<file path="src/rtl/mbe_pkg.sv">
// Shared types, constants and helpers for the Mandelbrot escape-time block.
package mbe_pkg;

  // Defaults for the top-level parameters
  localparam int MAX_WIDTH_DEF  = 1024;
  localparam int MAX_HEIGHT_DEF = 1024;
  localparam int FRAC_BITS_DEF  = 60;
  localparam int COUNT_BITS_DEF = 16;

  // Entries in the queue between front and back end
  localparam int QUEUE_DEPTH = 2;

  // Fixed field widths
  localparam int Z_W       = 64;
  localparam int STEP_W    = 63;
  localparam int COORD_W   = 10;
  localparam int DIM_W     = 11;
  localparam int CNT_W     = 16;
  localparam int ADDR_W    = 20;
  localparam int WIDE_W    = 128;
  localparam int PROD_W    = STEP_W + COORD_W;
  localparam int CFG_IDX_W = 3;
  localparam int CFG_DAT_W = 64;

  // Register reset values
  localparam logic signed [Z_W-1:0]  ORIGIN_RE_RST = 64'shE000_0000_0000_0000; // -2.0
  localparam logic signed [Z_W-1:0]  ORIGIN_IM_RST = 64'shF000_0000_0000_0000; // -1.0
  localparam logic [STEP_W-1:0]      STEP_RE_RST   = 63'h000C_0000_0000_0000;  // 3/1024
  localparam logic [STEP_W-1:0]      STEP_IM_RST   = 63'h0008_0000_0000_0000;  // 2/1024
  localparam logic [CNT_W-1:0]       LIMIT_RST     = 16'd100;
  localparam logic [DIM_W-1:0]       WIDTH_RST     = 11'd1024;
  localparam logic [DIM_W-1:0]       HEIGHT_RST    = 11'd1024;

  typedef enum logic [CFG_IDX_W-1:0] {
    REG_ORIGIN_RE,
    REG_ORIGIN_IM,
    REG_STEP_RE,
    REG_STEP_IM,
    REG_ITERATION_LIMIT,
    REG_IMAGE_WIDTH,
    REG_IMAGE_HEIGHT
  } cfg_reg_t;

  typedef struct packed {
    logic signed [Z_W-1:0] origin_re;
    logic signed [Z_W-1:0] origin_im;
    logic [STEP_W-1:0]     step_re;
    logic [STEP_W-1:0]     step_im;
    logic [CNT_W-1:0]      iteration_limit;
    logic [DIM_W-1:0]      image_width;
    logic [DIM_W-1:0]      image_height;
  } cfg_t;

  typedef struct packed {
    logic [COORD_W-1:0]    column;
    logic [COORD_W-1:0]    row;
    logic signed [Z_W-1:0] start_z_re;
    logic signed [Z_W-1:0] start_z_im;
  } pixel_in_t;

  typedef struct packed {
    logic [COORD_W-1:0]    column_out;
    logic [COORD_W-1:0]    row_out;
    logic [ADDR_W-1:0]     pixel_address;
    logic                  escaped;
    logic [CNT_W-1:0]      iteration_count;
    logic signed [Z_W-1:0] final_z_re;
    logic signed [Z_W-1:0] final_z_im;
  } result_t;

  // One classified pixel, front end to back end
  typedef struct packed {
    logic [COORD_W-1:0]    column;
    logic [COORD_W-1:0]    row;
    logic [ADDR_W-1:0]     pixel_address;
    logic signed [Z_W-1:0] z_re;
    logic signed [Z_W-1:0] z_im;
    logic signed [Z_W-1:0] c_re;
    logic signed [Z_W-1:0] c_im;
  } work_t;

  typedef enum logic [1:0] {
    BK_IDLE,
    BK_RUN,
    BK_DONE
  } back_state_t;

  // Steps of one z update on the shared multiplier array
  typedef enum logic [2:0] {
    PH_OPERAND,
    PH_MUL_RR,
    PH_MUL_II,
    PH_MUL_RI,
    PH_SUMS,
    PH_UPDATE_RE,
    PH_UPDATE_IM
  } phase_t;

  // Clamp a wide signed value to the signed 64-bit range
  function automatic logic signed [Z_W-1:0] sat64(input logic signed [WIDE_W-1:0] x);
    logic fits;
    fits = (&x[WIDE_W-1:Z_W-1]) || !(|x[WIDE_W-1:Z_W-1]);
    if (fits) begin
      sat64 = x[Z_W-1:0];
    end else if (x[WIDE_W-1]) begin
      sat64 = {1'b1, {(Z_W-1){1'b0}}};
    end else begin
      sat64 = {1'b0, {(Z_W-1){1'b1}}};
    end
  endfunction

endpackage

</file>
<file path="src/rtl/mbe_queue.sv">
// Small FIFO of classified pixels between front and back end.
module mbe_queue import mbe_pkg::*; #(
  parameter int DEPTH = QUEUE_DEPTH
) (
  input  logic  clk,
  input  logic  rst,
  input  logic  push,
  input  work_t push_data,
  output logic  full,
  input  logic  pop,
  output logic  head_valid,
  output work_t head
);

  localparam int PTR_W  = (DEPTH > 1) ? $clog2(DEPTH) : 1;
  localparam int FILL_W = $clog2(DEPTH + 1);

  work_t             entries [DEPTH];
  logic [PTR_W-1:0]  wr_ptr;
  logic [PTR_W-1:0]  rd_ptr;
  logic [FILL_W-1:0] fill;

  function automatic logic [PTR_W-1:0] bump(input logic [PTR_W-1:0] p);
    bump = (p == PTR_W'(DEPTH - 1)) ? '0 : p + PTR_W'(1);
  endfunction

  always_ff @(posedge clk) begin
    if (rst) begin
      wr_ptr <= '0;
      rd_ptr <= '0;
      fill   <= '0;
    end else begin
      if (push) begin
        wr_ptr <= bump(wr_ptr);
      end
      if (pop) begin
        rd_ptr <= bump(rd_ptr);
      end
      unique case ({push, pop})
        2'b10:   fill <= fill + FILL_W'(1);
        2'b01:   fill <= fill - FILL_W'(1);
        default: fill <= fill;
      endcase
    end
  end

  always_ff @(posedge clk) begin
    if (push) begin
      entries[wr_ptr] <= push_data;
    end
  end

  assign full       = (fill == FILL_W'(DEPTH));
  assign head_valid = (fill != '0);
  assign head       = entries[rd_ptr];

  a_no_overflow: assert property (@(posedge clk) disable iff (rst) push |-> !full)
    else $error("queue written while full");

endmodule

</file>
<file path="config.mk">
export PLATFORM = sky130hd
export DESIGN_NAME = mbe_queue
export DESIGN_NICKNAME = d
export VERILOG_FILES = /design/src/rtl/mbe_pkg.sv /design/src/rtl/mbe_queue.sv
export SDC_FILE = /design/constraint.sdc
export NUM_CORES = 1
export LEC_CHECK = 0
export ABC_AREA = 1
export ABC_CLOCK_PERIOD_IN_PS = 36600
export BUFFER_PORTS_ARGS = -buffer_cell sky130_fd_sc_hd__buf_4
export CAP_MARGIN = 20
export CORE_ASPECT_RATIO = 0.75
export CORE_MARGIN = 1.5
export CORE_UTILIZATION = 45
export CTS_CLUSTER_DIAMETER = 120
export DETAILED_ROUTE_END_ITERATION = 6
export MAX_ROUTING_LAYER = met4
export PLACE_DENSITY = 0.7
export SLEW_MARGIN = 10
export SYNTH_ARGS = -nofsm -noshare
export SYNTH_HDL_FRONTEND = slang
export SYNTH_SLANG_ARGS = --single-unit
</file>
<file path="constraint.sdc">
create_clock -name clk -period 36.6 [get_ports clk]
set_input_delay 7.32 -clock clk [delete_from_list [all_inputs] [get_ports clk]]
set_output_delay 7.32 -clock clk [all_outputs]
set_load 0.005 [all_outputs]
</file>
# Word level (Yosys, flattened, before mapping)
# Memories as Yosys holds them, arrays and structs flattened. A register that Yosys moved wholly into a read port is not among the register bits.
# Cells that the tools add are included.
[op_classes]
n_div = 0
reduce_logical = 2
bitwise = 0
shift = 0
n_mux = 7
n_lt_le_gt_ge = 0
n_eq_ne = 3
mul = 0
n_addsub = 4
[op_table]
columns = ["cell", "n"]
rows = [
  ["2-to-1 mux 1 bit", 6],
  ["== test 2 bit, second input constant", 2],
  ["case mux 2 bit (2 select lines)", 1],
  ["nonzero test 2 bit", 2],
  ["adder 1 bit, second input constant", 2],
  ["adder 2 x 1 -> 2 bit, second input constant", 1],
  ["== test 2 x 1 -> 1 bit, second input constant", 1],
  ["subtractor 2 x 1 -> 2 bit, second input constant", 1],
]
[totals]
reg_bits = 4
inputBits = 300
rom_bits = 0
mem_count = 1
ram_bits = 592
out_inout_bits = 298
word_cells = 20
latchBits = 0
[mem_list]
columns = ["memory", "depth", "word_bits", "rd", "rd_ports_with_merged_regs", "write_ports", "line", "rtl"]
rows = [
  ["entries", 2, 296, 1, 1, 1, "mbe_queue.sv:18", "work_t entries [DEPTH];"],
]

# Depth between registers and ports, before layout
[logic_depth]
word_depth = 4
ltp_mapped = 7
depth_no_buf = 7

# Worst setup path after synthesis
# OpenSTA, ideal clock, no wires.
[synth_path]
path_type = "input-to-reg"
from = "in push"
to = "mem entries[0][0] in the netlist's numbering (enable)"
slack_ns = 15.867
t_required_ns = 35.632
setup_time_ns = 0.968
n_path_buf = 0
arrival_time_ns = 19.765
cell_stages = 2
cell_sequence = "inv_1 nor2_1"
[synth_between]
elab_chain_len = 2
[synth_rtl]
columns = ["element", "line", "rtl"]
rows = [
  ["start: declaration", "mbe_queue.sv:7", "input logic push,"],
  ["2-to-1 mux 1 bit", "mbe_queue.sv:48", "if (push) begin"],
  ["2-to-1 mux 1 bit (implied by the code)", "mbe_queue.sv:49", "entries[wr_ptr] <= push_data;"],
  ["end: declaration", "mbe_queue.sv:18", ""],
]
# Every way passes these cells.

==> summary.md <==
| Metric | Value |
|---|---|
| Area contributors post-synth | `edfxtp_1 (79%), mux2_4 (16%), mux2_2 (2.8%), buf_6 (1.4%), dfxtp_1 (0.44%)` |
| Crit path max fanout | `67` |
| Ys Warns | `0` |
| Initial Util | `0.4595` |
| Final wirelength | `49180 um` |
| Nets | `1888` |
| Post-route DRC | `between 60 and 70` |
| Ys flop type | `edfxtp_1` |
| Antenna-violating nets left | `0` |
| Die Height | `197.0 um` |
| Worst R2R Start | `wr_ptr` |
| Setup Viol. Count Final | `0` |
| Vias in the first global route | `11529` |
| Async set-reset flop share out of synthesis | `0` |
| DR pass1 iterations | `7` |
| Worst Tran Pin Value | `approximately 1.1 ns` |
| Worst path arrival time | `3.88 ns` |
| Hold-fix buffers, CTS | `0` |
| Worst VDD drop | `between 40 and 50 uV` |
| Outcome | `complete, but fails checks` |
| Share of layout cells above drive strength 1 | `0.6042` |
| Largest net degree at the start of global routing | `117` |
| RSZ-0062 raised after global routing | `no` |
| Mapped Cells | `954` |
| Max-Cap Viols | `0` |
| Top cell type's share of synthesized area | `0.7874` |
| Area after DPL | `0.02764 mm^2` |
| Vias | `~11000` |
| DP Wirelength | `33950 um` |
| I/O pins | `between 500 and 600` |
| Hold Path Stages | `2` |
| Via density per instance | `4.868` |
| Num rows | `70` |
| Setup TNS | `0 ns` |
| Util after Layout | `0.6002` |
| Mapped Avg Cell Area | `between 20 and 25 um^2` |
| First-pass GRT wire length | `roughly 70000 um` |
| Synth cell types | `15` |
| Max H-tree Level | `2` |
| Die footprint | `a little over 0.05 mm^2` |
| Worst setup EP type | `output pin` |
| Total count of hold-check failures in the final report | `0` |
| Core region area | `0.04913 mm^2` |
| R2R Setup Slk | `roughly 33 ns` |
| Total CTS buffers | `56` |
| LEAKAGE | `approximately 12 nW` |
| P&R area growth vs syn | `30.63%` |
| Fin area | `0.02949 mm^2` |
| Gr usage total | `0.1892` |
| R2R depth | `4` |
| PwrDens | `53.27 mW/mm^2` |
| Clock skew | `0.01683 ns` |
| Yosys reg bits | `597` |
| # fillers | `roughly 3600` |
| Crit path time final | `11.20 ns` |
| Die Wd | `261.6 um` |
| GP Congestion | `between 0.8 and 0.9` |
| CTS sink count | `597` |
| Sequential fraction of the synthesis area | `0.7918` |
| Initial antenna violation count | `1` |
| Mapped Nets | `1255` |
| GRT Residual Overflow | `0` |
| Setup bufs post-CTS | `0` |
| Worst Min Path Start | `rd_ptr` |
| Most numerous cell in the Yosys netlist | `edfxtp_1` |
| CTS resizes | `0` |
| WL/cell | `21.55 um` |
| Commonest cells in the synthesized netlist | `edfxtp_1 (592), mux2_4 (240), mux2_2 (56)` |
| Slew Limit Headroom | `0.2545` |
| Post-synth EDFFs | `592` |
| Initial DRC Count | `713` |
| PortBufs | `597` |
| Mapped cell area | `0.02258 mm^2` |
| Crit start category | `flop` |
| Final Cycle Share | `0.3060` |
| CTS Buffer Depth | `3` |
| PnR worst setup slack | `about 25 ns` |
| Root Buffer | `clkbuf_16` |
| Clk Latency, worst-skew pair | `0.59 ns` |
| Worst-path clk slew | `0.06 ns` |
| CTS tree | `yes` |
| WP data required | `29.28 ns` |
| R2R Path End | `entries[1][139]` |
| Failing checks | `design-rule violations` |
| Slew Limit Fails | `0` |
| Max Clk Rate | `between 80 and 90 MHz` |
| Yosys top cell by area | `edfxtp_1` |
| Worst slack, placed | `about 26 ns` |
| Crit path kind | `reg2out` |
| Worst min-delay path class | `reg2reg` |
[cell type report]
class,instances,area (um^2),share of cell area
clock buffer,66,1460,0.04951
inverter,7,33.78,0.001145
tap,648,810.8,0.02749
timing repair buffer,608,4597,0.1559
antenna,2,5.005,0.0001697
sequential,597,17880,0.6063
clock inverter,37,364.1,0.01235
multi-input combinational,317,4340,0.1472
[sequential cells by signal, summed over array words and instances (netlist names), named ones only]
signal	count
entries	592
fill	2
rd_ptr	1
wr_ptr	1
[power by group]
part / total [W] / leakage [nW] / switching, W / internal (W)
Sequential: 0.000806 / 5.60 / 0.0000124 / 0.000793
Clock: 0.000577 / 0.886 / 0.000243 / 0.000334
Combinational: 0.000188 / 5.02 / 0.0000752 / 0.000113
[worst max-delay path: stages, from the launching register on]
cell and delay [ns]:
dfxtp_4 1.06, buf_4 0.48, buf_16 0.33, buf_4 0.81, mux2_4 0.36, buf_4 0.14
[placed cells by master, fill, tap and decap left out]
master,netlist,final
buf_12,0,1
clkbuf_1,0,9
mux2_2,56,56
ha_1,1,1
clkinv_1,0,15
clkinv_2,0,10
clkinvlp_4,0,3
buf_4,0,606
clkinv_8,0,1
nand2_1,6,6
buf_16,0,1
diode_2,0,2
nor2_4,0,1
bufinv_16,0,7
inv_8,0,1
edfxtp_1,592,592
nor2_1,9,8
xnor2_1,1,1
clkbuf_16,0,57
nor3_1,1,1
inv_6,0,1
a21oi_1,1,1
dfxtp_4,0,1
inv_1,7,6
dfxtp_1,5,4
nand4_1,1,1
mux2_4,240,240
o21ai_0,1,1
[kinds of logic (layout without fill, tap and decap cells)]
family                   Yosys count  after routing  share of synthesized area
AO/OA/AOI/OAI                      2              2                  0.0004429
XOR/XNOR                           1              1                  0.0003880
adder cells (fa/ha/maj)            1              1                  0.0005541
buffers and inverters             40            718                    0.01624
flip-flops                       597            597                     0.7918
multiplexers                     296            296                     0.1875
other                              0              2                          0
AND/OR/NAND/NOR                   17             17                   0.002992
[layer usage]
metal,vias up,GRT usage,wire (um)
met5,-,-,0
met4,0,0.05939,1263
met3,86,0.05993,4454
met2,413,0.3154,25320
met1,5545,0.2179,18140
li1,5064,-,-
[through the flow]
| stage | hold WS [ns] | std cells | total power [W] |
|---|---|---|---|
| finish | 0.5246 | 2282 | 0.001571 |
| global route | 0.5473 | 2281 | 0.001625 |
| global placement | 0.4927 | 2176 | 0.001006 |
| CTS | 0.5227 | 2279 | 0.001588 |
| detailed placement | 0.5092 | 2176 | 0.001010 |
| floorplan | 0.4764 | 954 | 0.0009225 |
[worst max path at each step]
stage | startpoint | to | slack, ns | cells after the start
finish | flop | head[212] | 25.40 | 5
global route | flop | head[155] | 25.18 | 5
CTS | flop | head[212] | 25.04 | 4
detailed placement | flop | head[212] | 25.69 | 4
global placement | flop | head[128] | 25.76 | 4
floorplan | push | entries[0][0] | 15.87 | 2
Power figures use the tool's default switching activity.
