### config.mk
export PLATFORM = sky130hd
export DESIGN_NAME = mbe_front
export DESIGN_NICKNAME = d
export VERILOG_FILES = /design/src/rtl/mbe_pkg.sv /design/src/rtl/mbe_front.sv
export SDC_FILE = /design/constraint.sdc
export NUM_CORES = 2
export LEC_CHECK = 0
export ABC_AREA = 1
export BUFFER_PORTS_ARGS = -buffer_cell sky130_fd_sc_hd__buf_2
export CELL_PAD_IN_SITES_DETAIL_PLACEMENT = 1
export CELL_PAD_IN_SITES_GLOBAL_PLACEMENT = 2
export CORE_MARGIN = 1.5
export CORE_UTILIZATION = 40
export DETAILED_ROUTE_END_ITERATION = 7
export PLACE_DENSITY = 0.88
export SYNTH_ARGS = -nofsm -noshare
export SYNTH_HDL_FRONTEND = slang
export SYNTH_SLANG_ARGS = --single-unit
export TNS_END_PERCENT = 100
### constraint.sdc
create_clock -name clk -period 47.3 [get_ports clk]
set_clock_uncertainty 0.2 [all_clocks]
set_input_delay 2.365 -clock clk [delete_from_list [all_inputs] [get_ports clk]]
set_output_delay 2.365 -clock clk [all_outputs]
set_load 0.05 [all_outputs]
### src/rtl/mbe_pkg.sv
// Shared types, constants and helpers for the Mandelbrot escape-time block.
package mbe_pkg;

  // Defaults for the top-level parameters
  localparam int MAX_WIDTH_DEF  = 1024;
  localparam int MAX_HEIGHT_DEF = 1024;
  localparam int FRAC_BITS_DEF  = 60;
  localparam int COUNT_BITS_DEF = 16;

  // Entries in the queue between front and back end
  localparam int QUEUE_DEPTH = 2;

  // Fixed field widths
  localparam int Z_W       = 64;
  localparam int STEP_W    = 63;
  localparam int COORD_W   = 10;
  localparam int DIM_W     = 11;
  localparam int CNT_W     = 16;
  localparam int ADDR_W    = 20;
  localparam int WIDE_W    = 128;
  localparam int PROD_W    = STEP_W + COORD_W;
  localparam int CFG_IDX_W = 3;
  localparam int CFG_DAT_W = 64;

  // Register reset values
  localparam logic signed [Z_W-1:0]  ORIGIN_RE_RST = 64'shE000_0000_0000_0000; // -2.0
  localparam logic signed [Z_W-1:0]  ORIGIN_IM_RST = 64'shF000_0000_0000_0000; // -1.0
  localparam logic [STEP_W-1:0]      STEP_RE_RST   = 63'h000C_0000_0000_0000;  // 3/1024
  localparam logic [STEP_W-1:0]      STEP_IM_RST   = 63'h0008_0000_0000_0000;  // 2/1024
  localparam logic [CNT_W-1:0]       LIMIT_RST     = 16'd100;
  localparam logic [DIM_W-1:0]       WIDTH_RST     = 11'd1024;
  localparam logic [DIM_W-1:0]       HEIGHT_RST    = 11'd1024;

  typedef enum logic [CFG_IDX_W-1:0] {
    REG_ORIGIN_RE,
    REG_ORIGIN_IM,
    REG_STEP_RE,
    REG_STEP_IM,
    REG_ITERATION_LIMIT,
    REG_IMAGE_WIDTH,
    REG_IMAGE_HEIGHT
  } cfg_reg_t;

  typedef struct packed {
    logic signed [Z_W-1:0] origin_re;
    logic signed [Z_W-1:0] origin_im;
    logic [STEP_W-1:0]     step_re;
    logic [STEP_W-1:0]     step_im;
    logic [CNT_W-1:0]      iteration_limit;
    logic [DIM_W-1:0]      image_width;
    logic [DIM_W-1:0]      image_height;
  } cfg_t;

  typedef struct packed {
    logic [COORD_W-1:0]    column;
    logic [COORD_W-1:0]    row;
    logic signed [Z_W-1:0] start_z_re;
    logic signed [Z_W-1:0] start_z_im;
  } pixel_in_t;

  typedef struct packed {
    logic [COORD_W-1:0]    column_out;
    logic [COORD_W-1:0]    row_out;
    logic [ADDR_W-1:0]     pixel_address;
    logic                  escaped;
    logic [CNT_W-1:0]      iteration_count;
    logic signed [Z_W-1:0] final_z_re;
    logic signed [Z_W-1:0] final_z_im;
  } result_t;

  // One classified pixel, front end to back end
  typedef struct packed {
    logic [COORD_W-1:0]    column;
    logic [COORD_W-1:0]    row;
    logic [ADDR_W-1:0]     pixel_address;
    logic signed [Z_W-1:0] z_re;
    logic signed [Z_W-1:0] z_im;
    logic signed [Z_W-1:0] c_re;
    logic signed [Z_W-1:0] c_im;
  } work_t;

  typedef enum logic [1:0] {
    BK_IDLE,
    BK_RUN,
    BK_DONE
  } back_state_t;

  // Steps of one z update on the shared multiplier array
  typedef enum logic [2:0] {
    PH_OPERAND,
    PH_MUL_RR,
    PH_MUL_II,
    PH_MUL_RI,
    PH_SUMS,
    PH_UPDATE_RE,
    PH_UPDATE_IM
  } phase_t;

  // Clamp a wide signed value to the signed 64-bit range
  function automatic logic signed [Z_W-1:0] sat64(input logic signed [WIDE_W-1:0] x);
    logic fits;
    fits = (&x[WIDE_W-1:Z_W-1]) || !(|x[WIDE_W-1:Z_W-1]);
    if (fits) begin
      sat64 = x[Z_W-1:0];
    end else if (x[WIDE_W-1]) begin
      sat64 = {1'b1, {(Z_W-1){1'b0}}};
    end else begin
      sat64 = {1'b0, {(Z_W-1){1'b1}}};
    end
  endfunction

endpackage

### src/rtl/mbe_front.sv
// Front end: takes pixels, forms c and the row-flipped address, feeds the queue.
module mbe_front import mbe_pkg::*; #(
  parameter int MAX_WIDTH  = MAX_WIDTH_DEF,
  parameter int MAX_HEIGHT = MAX_HEIGHT_DEF
) (
  input  logic      clk,
  input  logic      rst,
  input  cfg_t      cfg,
  input  logic      in_valid,
  output logic      in_stall,
  input  pixel_in_t in_data,
  output logic      push,
  output work_t     push_data,
  input  logic      full
);

  localparam int WB = $clog2(MAX_WIDTH + 1);
  localparam int HB = $clog2(MAX_HEIGHT + 1);
  localparam int DW = (WB > DIM_W) ? WB : DIM_W;
  localparam int DH = (HB > DIM_W) ? HB : DIM_W;

  // stage A: raw pixel
  logic      a_valid;
  pixel_in_t a_data;
  // stage B: products
  logic                  b_valid;
  logic [COORD_W-1:0]    b_col;
  logic [COORD_W-1:0]    b_row;
  logic signed [Z_W-1:0] b_zr;
  logic signed [Z_W-1:0] b_zi;
  logic [PROD_W-1:0]     b_prod_re;
  logic [PROD_W-1:0]     b_prod_im;
  logic [ADDR_W-1:0]     b_addr_prod;

  logic a_move, b_move, accept;
  logic [DW-1:0]     w_eff;
  logic [DH-1:0]     h_eff;
  logic [ADDR_W-1:0] flip_row;
  logic signed [WIDE_W-1:0] c_re_wide, c_im_wide;

  assign b_move   = b_valid && !full;
  assign a_move   = a_valid && (!b_valid || b_move);
  assign in_stall = a_valid && b_valid && !b_move;
  assign accept   = in_valid && !in_stall;
  assign push     = b_move;

  // oversized image registers fall back to the maximum
  assign w_eff = (DW'(cfg.image_width) > DW'(MAX_WIDTH)) ? DW'(MAX_WIDTH)
                                                          : DW'(cfg.image_width);
  assign h_eff = (DH'(cfg.image_height) > DH'(MAX_HEIGHT)) ? DH'(MAX_HEIGHT)
                                                            : DH'(cfg.image_height);
  assign flip_row = ADDR_W'(h_eff) - ADDR_W'(1) - ADDR_W'(a_data.row);

  always_ff @(posedge clk) begin
    if (rst) begin
      a_valid <= 1'b0;
      b_valid <= 1'b0;
    end else begin
      if (accept) begin
        a_valid <= 1'b1;
      end else if (a_move) begin
        a_valid <= 1'b0;
      end
      if (a_move) begin
        b_valid <= 1'b1;
      end else if (b_move) begin
        b_valid <= 1'b0;
      end
    end
  end

  always_ff @(posedge clk) begin
    if (accept) begin
      a_data <= in_data;
    end
    if (a_move) begin
      b_col       <= a_data.column;
      b_row       <= a_data.row;
      b_zr        <= a_data.start_z_re;
      b_zi        <= a_data.start_z_im;
      b_prod_re   <= PROD_W'(cfg.step_re) * PROD_W'(a_data.column);
      b_prod_im   <= PROD_W'(cfg.step_im) * PROD_W'(a_data.row);
      b_addr_prod <= ADDR_W'(flip_row * ADDR_W'(w_eff));
    end
  end

  assign c_re_wide = $signed({{(WIDE_W-Z_W){cfg.origin_re[Z_W-1]}}, cfg.origin_re})
                   + $signed({{(WIDE_W-PROD_W){1'b0}}, b_prod_re});
  assign c_im_wide = $signed({{(WIDE_W-Z_W){cfg.origin_im[Z_W-1]}}, cfg.origin_im})
                   + $signed({{(WIDE_W-PROD_W){1'b0}}, b_prod_im});

  always_comb begin
    push_data.column        = b_col;
    push_data.row           = b_row;
    push_data.pixel_address = b_addr_prod + ADDR_W'(b_col);
    push_data.z_re          = b_zr;
    push_data.z_im          = b_zi;
    push_data.c_re          = sat64(c_re_wide);
    push_data.c_im          = sat64(c_im_wide);
  end

endmodule

After elaboration in Yosys (flattened, before gate mapping)
Index checks and enable logic that the tools add are counted.

Bits in registers: 464. Bits in latches: 0. Bits in writable memories: 0. Memory bits (read-only): 0. Output and inout bits: 298. Memories: 0.

Add/sub/neg operators: 5. Multipliers: 3. Div/mod/pow operators: 0. Order comparisons: 2. Eq/ne operators: 0. Shift operators: 0. Mux-type cells: 10. Bitwise operators: 0. Reduce and logical (&&, ||, !) cells: 20.

Operators with widths (number): 64-bit two-way mux (4); 64-bit by 74-bit adder with 75-bit output (2); 63-bit by 10-bit multiplier with 73-bit output (2); 65-bit AND reduction (2); 65-bit OR reduction (2); 11-bit > comparator, second input constant (2); 11-bit two-way mux (2); 20-bit by 10-bit adder with 20-bit output (1); 13-bit by 12-bit multiplier with 20-bit output (1); 12-bit by 11-bit subtractor with 13-bit output (1); 11-bit by 1-bit subtractor with 12-bit output, second input constant (1); 1-bit logical NOT (6); 1-bit logical AND (5); 1-bit two-way mux (4); 2-bit nonzero test (2); 1-bit logical OR (3).

Longest topological paths before layout
Word-level depth: 7. Gate-level depth with buffers: 41. Gate-level depth less buffers: 41.

Worst setup path after synthesis
Ideal clock, no wire load.

Path kind: input to register. From: in full. To: reg b_addr_prod[0] (enable). Library setup time: 1094 ps. Arrival: 17416 ps. Required time: 46006 ps. Slack: 28590 ps. Stages: 1. Path buffers: 0. Cell sequence: a21oi_1.

Cells in the longest elaborated chain, start to end: 4.

RTL lines: from (decl) (RTL line mbe_front.sv:14) `input logic full`; 1-bit logical NOT (RTL line mbe_front.sv:41) `assign b_move = b_valid && !full;`; 1-bit logical AND (RTL line mbe_front.sv:41); 1-bit logical OR (RTL line mbe_front.sv:42) `assign a_move = a_valid && (!b_valid || b_move);`; 1-bit logical AND (RTL line mbe_front.sv:42); to (signal assigned) (RTL line mbe_front.sv:83) `b_addr_prod <= ADDR_W'(flip_row * ADDR_W'(w_eff));`; to (decl) (RTL line mbe_front.sv:33) `logic [ADDR_W-1:0] b_addr_prod;`.

Every way passes these cells. A chain may end at the register's enable or synchronous reset.

Worst setup path after layout
From: in cfg[0] (netlist bit). To: reg b_addr_prod[18], data pin.

Cells in the longest elaborated chain, start to end: 5.

RTL lines: from (decl) (RTL line mbe_front.sv:8) `input cfg_t cfg,`; 11-bit > comparator (RTL line mbe_front.sv:50) `assign h_eff = (DH'(cfg.image_height) > DH'(MAX_HEIGHT)) ? DH'(MAX_HEIGHT)`; 11-bit two-way mux * (RTL line mbe_front.sv:50); 11-bit by 1-bit subtractor with 12-bit output * (RTL line mbe_front.sv:52) `assign flip_row = ADDR_W'(h_eff) - ADDR_W'(1) - ADDR_W'(a_data.row);`; 12-bit by 11-bit subtractor with 13-bit output * (RTL line mbe_front.sv:52); 13-bit by 12-bit multiplier with 20-bit output * (RTL line mbe_front.sv:83).

Mark *: on every way between the ends. The rest lies on a longest branch, timed or not.

==> metrics <==
nets=11650; Tot GR Track Use=29.90%; wire per inst=22.76 um; Syn-to-layout area delta=10.67%; Final Critical Period=9.913 ns; FF+latch count, synth=464; post-synthesis sequential area ratio=19.16%; reg2reg setup slack=38.77 ns; main flop type after synthesis=edfxtp_1; DRT iter0 DRCs=3727; Crit Path Category=input pin to flip-flop; via-per-instance ratio=5.143; total CTS buffers=56; Clock Latency Late Sink=0.71 ns; CP dominant cell by count=nand2_1; Reg2Reg Depth=28; clock-pin slew on the worst setup and hold paths=0.06 ns; Die H=429.1 um; Area contributors post-synth=fa_1 30%, edfxtp_1 19%, nand2_1 12%; hold depth=0; routability-driven placement congestion ratio=0.9905; Post-synth EDFFs=462; grt total ovfl=0; clock sink count=464; non-filler cells in the finished layout=12160; setup_tns=0 ns; Critical Path Fanout Max=10; final instance area=80350 um2; largest net degree at the start of global routing=66; worst hold path type=flip-flop to flip-flop; Post-Syn Nets=11120; # IOs=742; Pre-Repair DR Iteration Count=5; Final Hold Vio Count=0; post-synth top area cell=fa_1; via count of the first global-routing pass=69390; max_cap viols=0; CTS Buffer Depth=3; outcome=finished clean; Cell variety after synth=59; Async SR Flop Fraction=0%; WP data required=47.55 ns; RSZ-0062 raised after global routing=false; Initial Util=40.21%; DPL Wire Length=235500 um; Worst EP arrival=10.16 ns; critical path's largest stage delay=0.77 ns; Die Area=184100 um2; relative slew slack=18.52%; I/O Buffers=725; Cell Area, Placed=78300 um2; root buffer cell=clkbuf_16; initial antenna violation count=75; final worst-path cycle share=20.96%; Yosys top cell area share=29.83%; WL final=276800 um; placed insts=12010; H-tree depth=2; via count=62550; Die Width=429.1 um; Slew Limit Fails=0; first-pass GRT wire length=418600 um; endpoint type of the worst setup path=flip-flop; Synth Instances=9159; critical path startpoint category=input pin; Fmax=0.1009 GHz; Core Rows=156; Setup Fix Bufs, Post-CTS=0; cell with the largest stage delay on the worst path=xor2_1; # DRC=0; final setup vio count=0; Avg Cell Area, Syn=7.927 um2; Routed Antenna Nets=0; measured slew at the worst slew-check pin=1.222 ns; post_cts resized=0; core region area=180500 um2; CTS tree=done; # hold bufs at CTS=0; Synth Warn #=0; share of cells above drive strength 1=10.12%; Mapped Area=72610 um2
[worst paths after layout]
path | endpoint | start
max | b_addr_prod[18]$_DFFE_PP_ | cfg[0]
min | b_zi[21]$_DFFE_PP_ | a_data[21]$_DFFE_PP_
max reg2reg | b_addr_prod[18]$_DFFE_PP_ | a_data[130]$_DFFE_PP_
min reg2reg | b_zi[21]$_DFFE_PP_ | a_data[21]$_DFFE_PP_
[layout by cell type, fill, tap and decap left out, types with 56 or more instances in the layout]
cell,count
fa_1,1082
buf_2,725
o21bai_1,60
nand4_1,59
xnor2_1,126
nor2_1,646
ha_1,430
inv_1,2042
a21oi_1,528
a31oi_1,74
o21ai_0,330
xor2_1,198
nand3_1,131
nand2_1,2366
edfxtp_1,462
clkbuf_16,56
[state kept, by name, indices dropped and copies added (netlist names)]
register,count
a_data,148
b_prod_im,73
b_valid,1
b_col,10
b_addr_prod,20
b_zr,64
b_zi,64
a_valid,1
b_row,10
b_prod_re,73
[worst max-delay path: cells and delay by family]
kind	cells	cell delay, ns
compound gates	9	2.12
xor+xnor	3	1.19
fa+ha+maj	8	3.15
buf+inv	5	0.34
simple gates	9	0.99
[stage by stage]
step / setup WS (ns) / hold slack (ns) / utilization (%)
finish: 37.39 / 0.2055 / 44.50
global route: 36.93 / 0.2064 / 44.49
CTS: 37.44 / 0.2081 / 44.44
detailed placement: 36.71 / 0.2056 / 43.37
global placement: 36.94 / 0.2001 / 43.37
floorplan: 28.59 / 0.2003 / -
[per-layer routing]
metal / global-route usage [%] / wire, um / share of wire (%)
met1: 38.68 / 118500 / 43
met2: 51.96 / 136000 / 49
met3: 2.740 / 11560 / 4.2
met4: 10.85 / 10620 / 3.8
met5: 0 / 106 / 0.038
[area by class of cell]
class / instances / area (um2)
Clock inverter: 34 / 452.9
Inverter: 2072 / 7782
Antenna cell: 49 / 122.6
Timing Repair Buffer: 778 / 4039
Fill cell: 22220 / 100200
Multi-Input combinational cell: 6323 / 49600
Tap cell: 2370 / 2965
Clock buffer: 71 / 1478
Sequential cell: 464 / 13910
[synth_stat cells, drive strengths merged (6+ instances only)]
library cell,n
fa,1082
a21o,26
clkinv,11
clkbuf,151
o2111ai,7
o21ai,336
edfxtp,462
nor4,23
xor2,198
o21bai,63
ha,430
a21boi,24
nand4,59
nand3,141
inv,2061
a21oi,531
a211oi,7
nor2,669
buf,149
nor3,51
a31oi,74
and3,6
o21a,17
nand2,2410
o211ai,17
xnor2,126
[cell families (layout without fill, tap and decap cells)]
family | Yosys count | after routing | share of synthesized area, %
flip-flops | 464 | 464 | 19.16
AND/OR/NAND/NOR | 3368 | 3368 | 18.57
AO/OA/AOI/OAI | 1119 | 1119 | 8.571
other | 0 | 49 | 0
buffers and inverters | 2372 | 2955 | 12.54
adder cells (fa/ha/maj) | 1512 | 1512 | 37.24
XOR/XNOR | 324 | 324 | 3.908
Power is not shown: default switching activity piles up to over one toggle a cycle in this logic, so the estimate is an artifact.
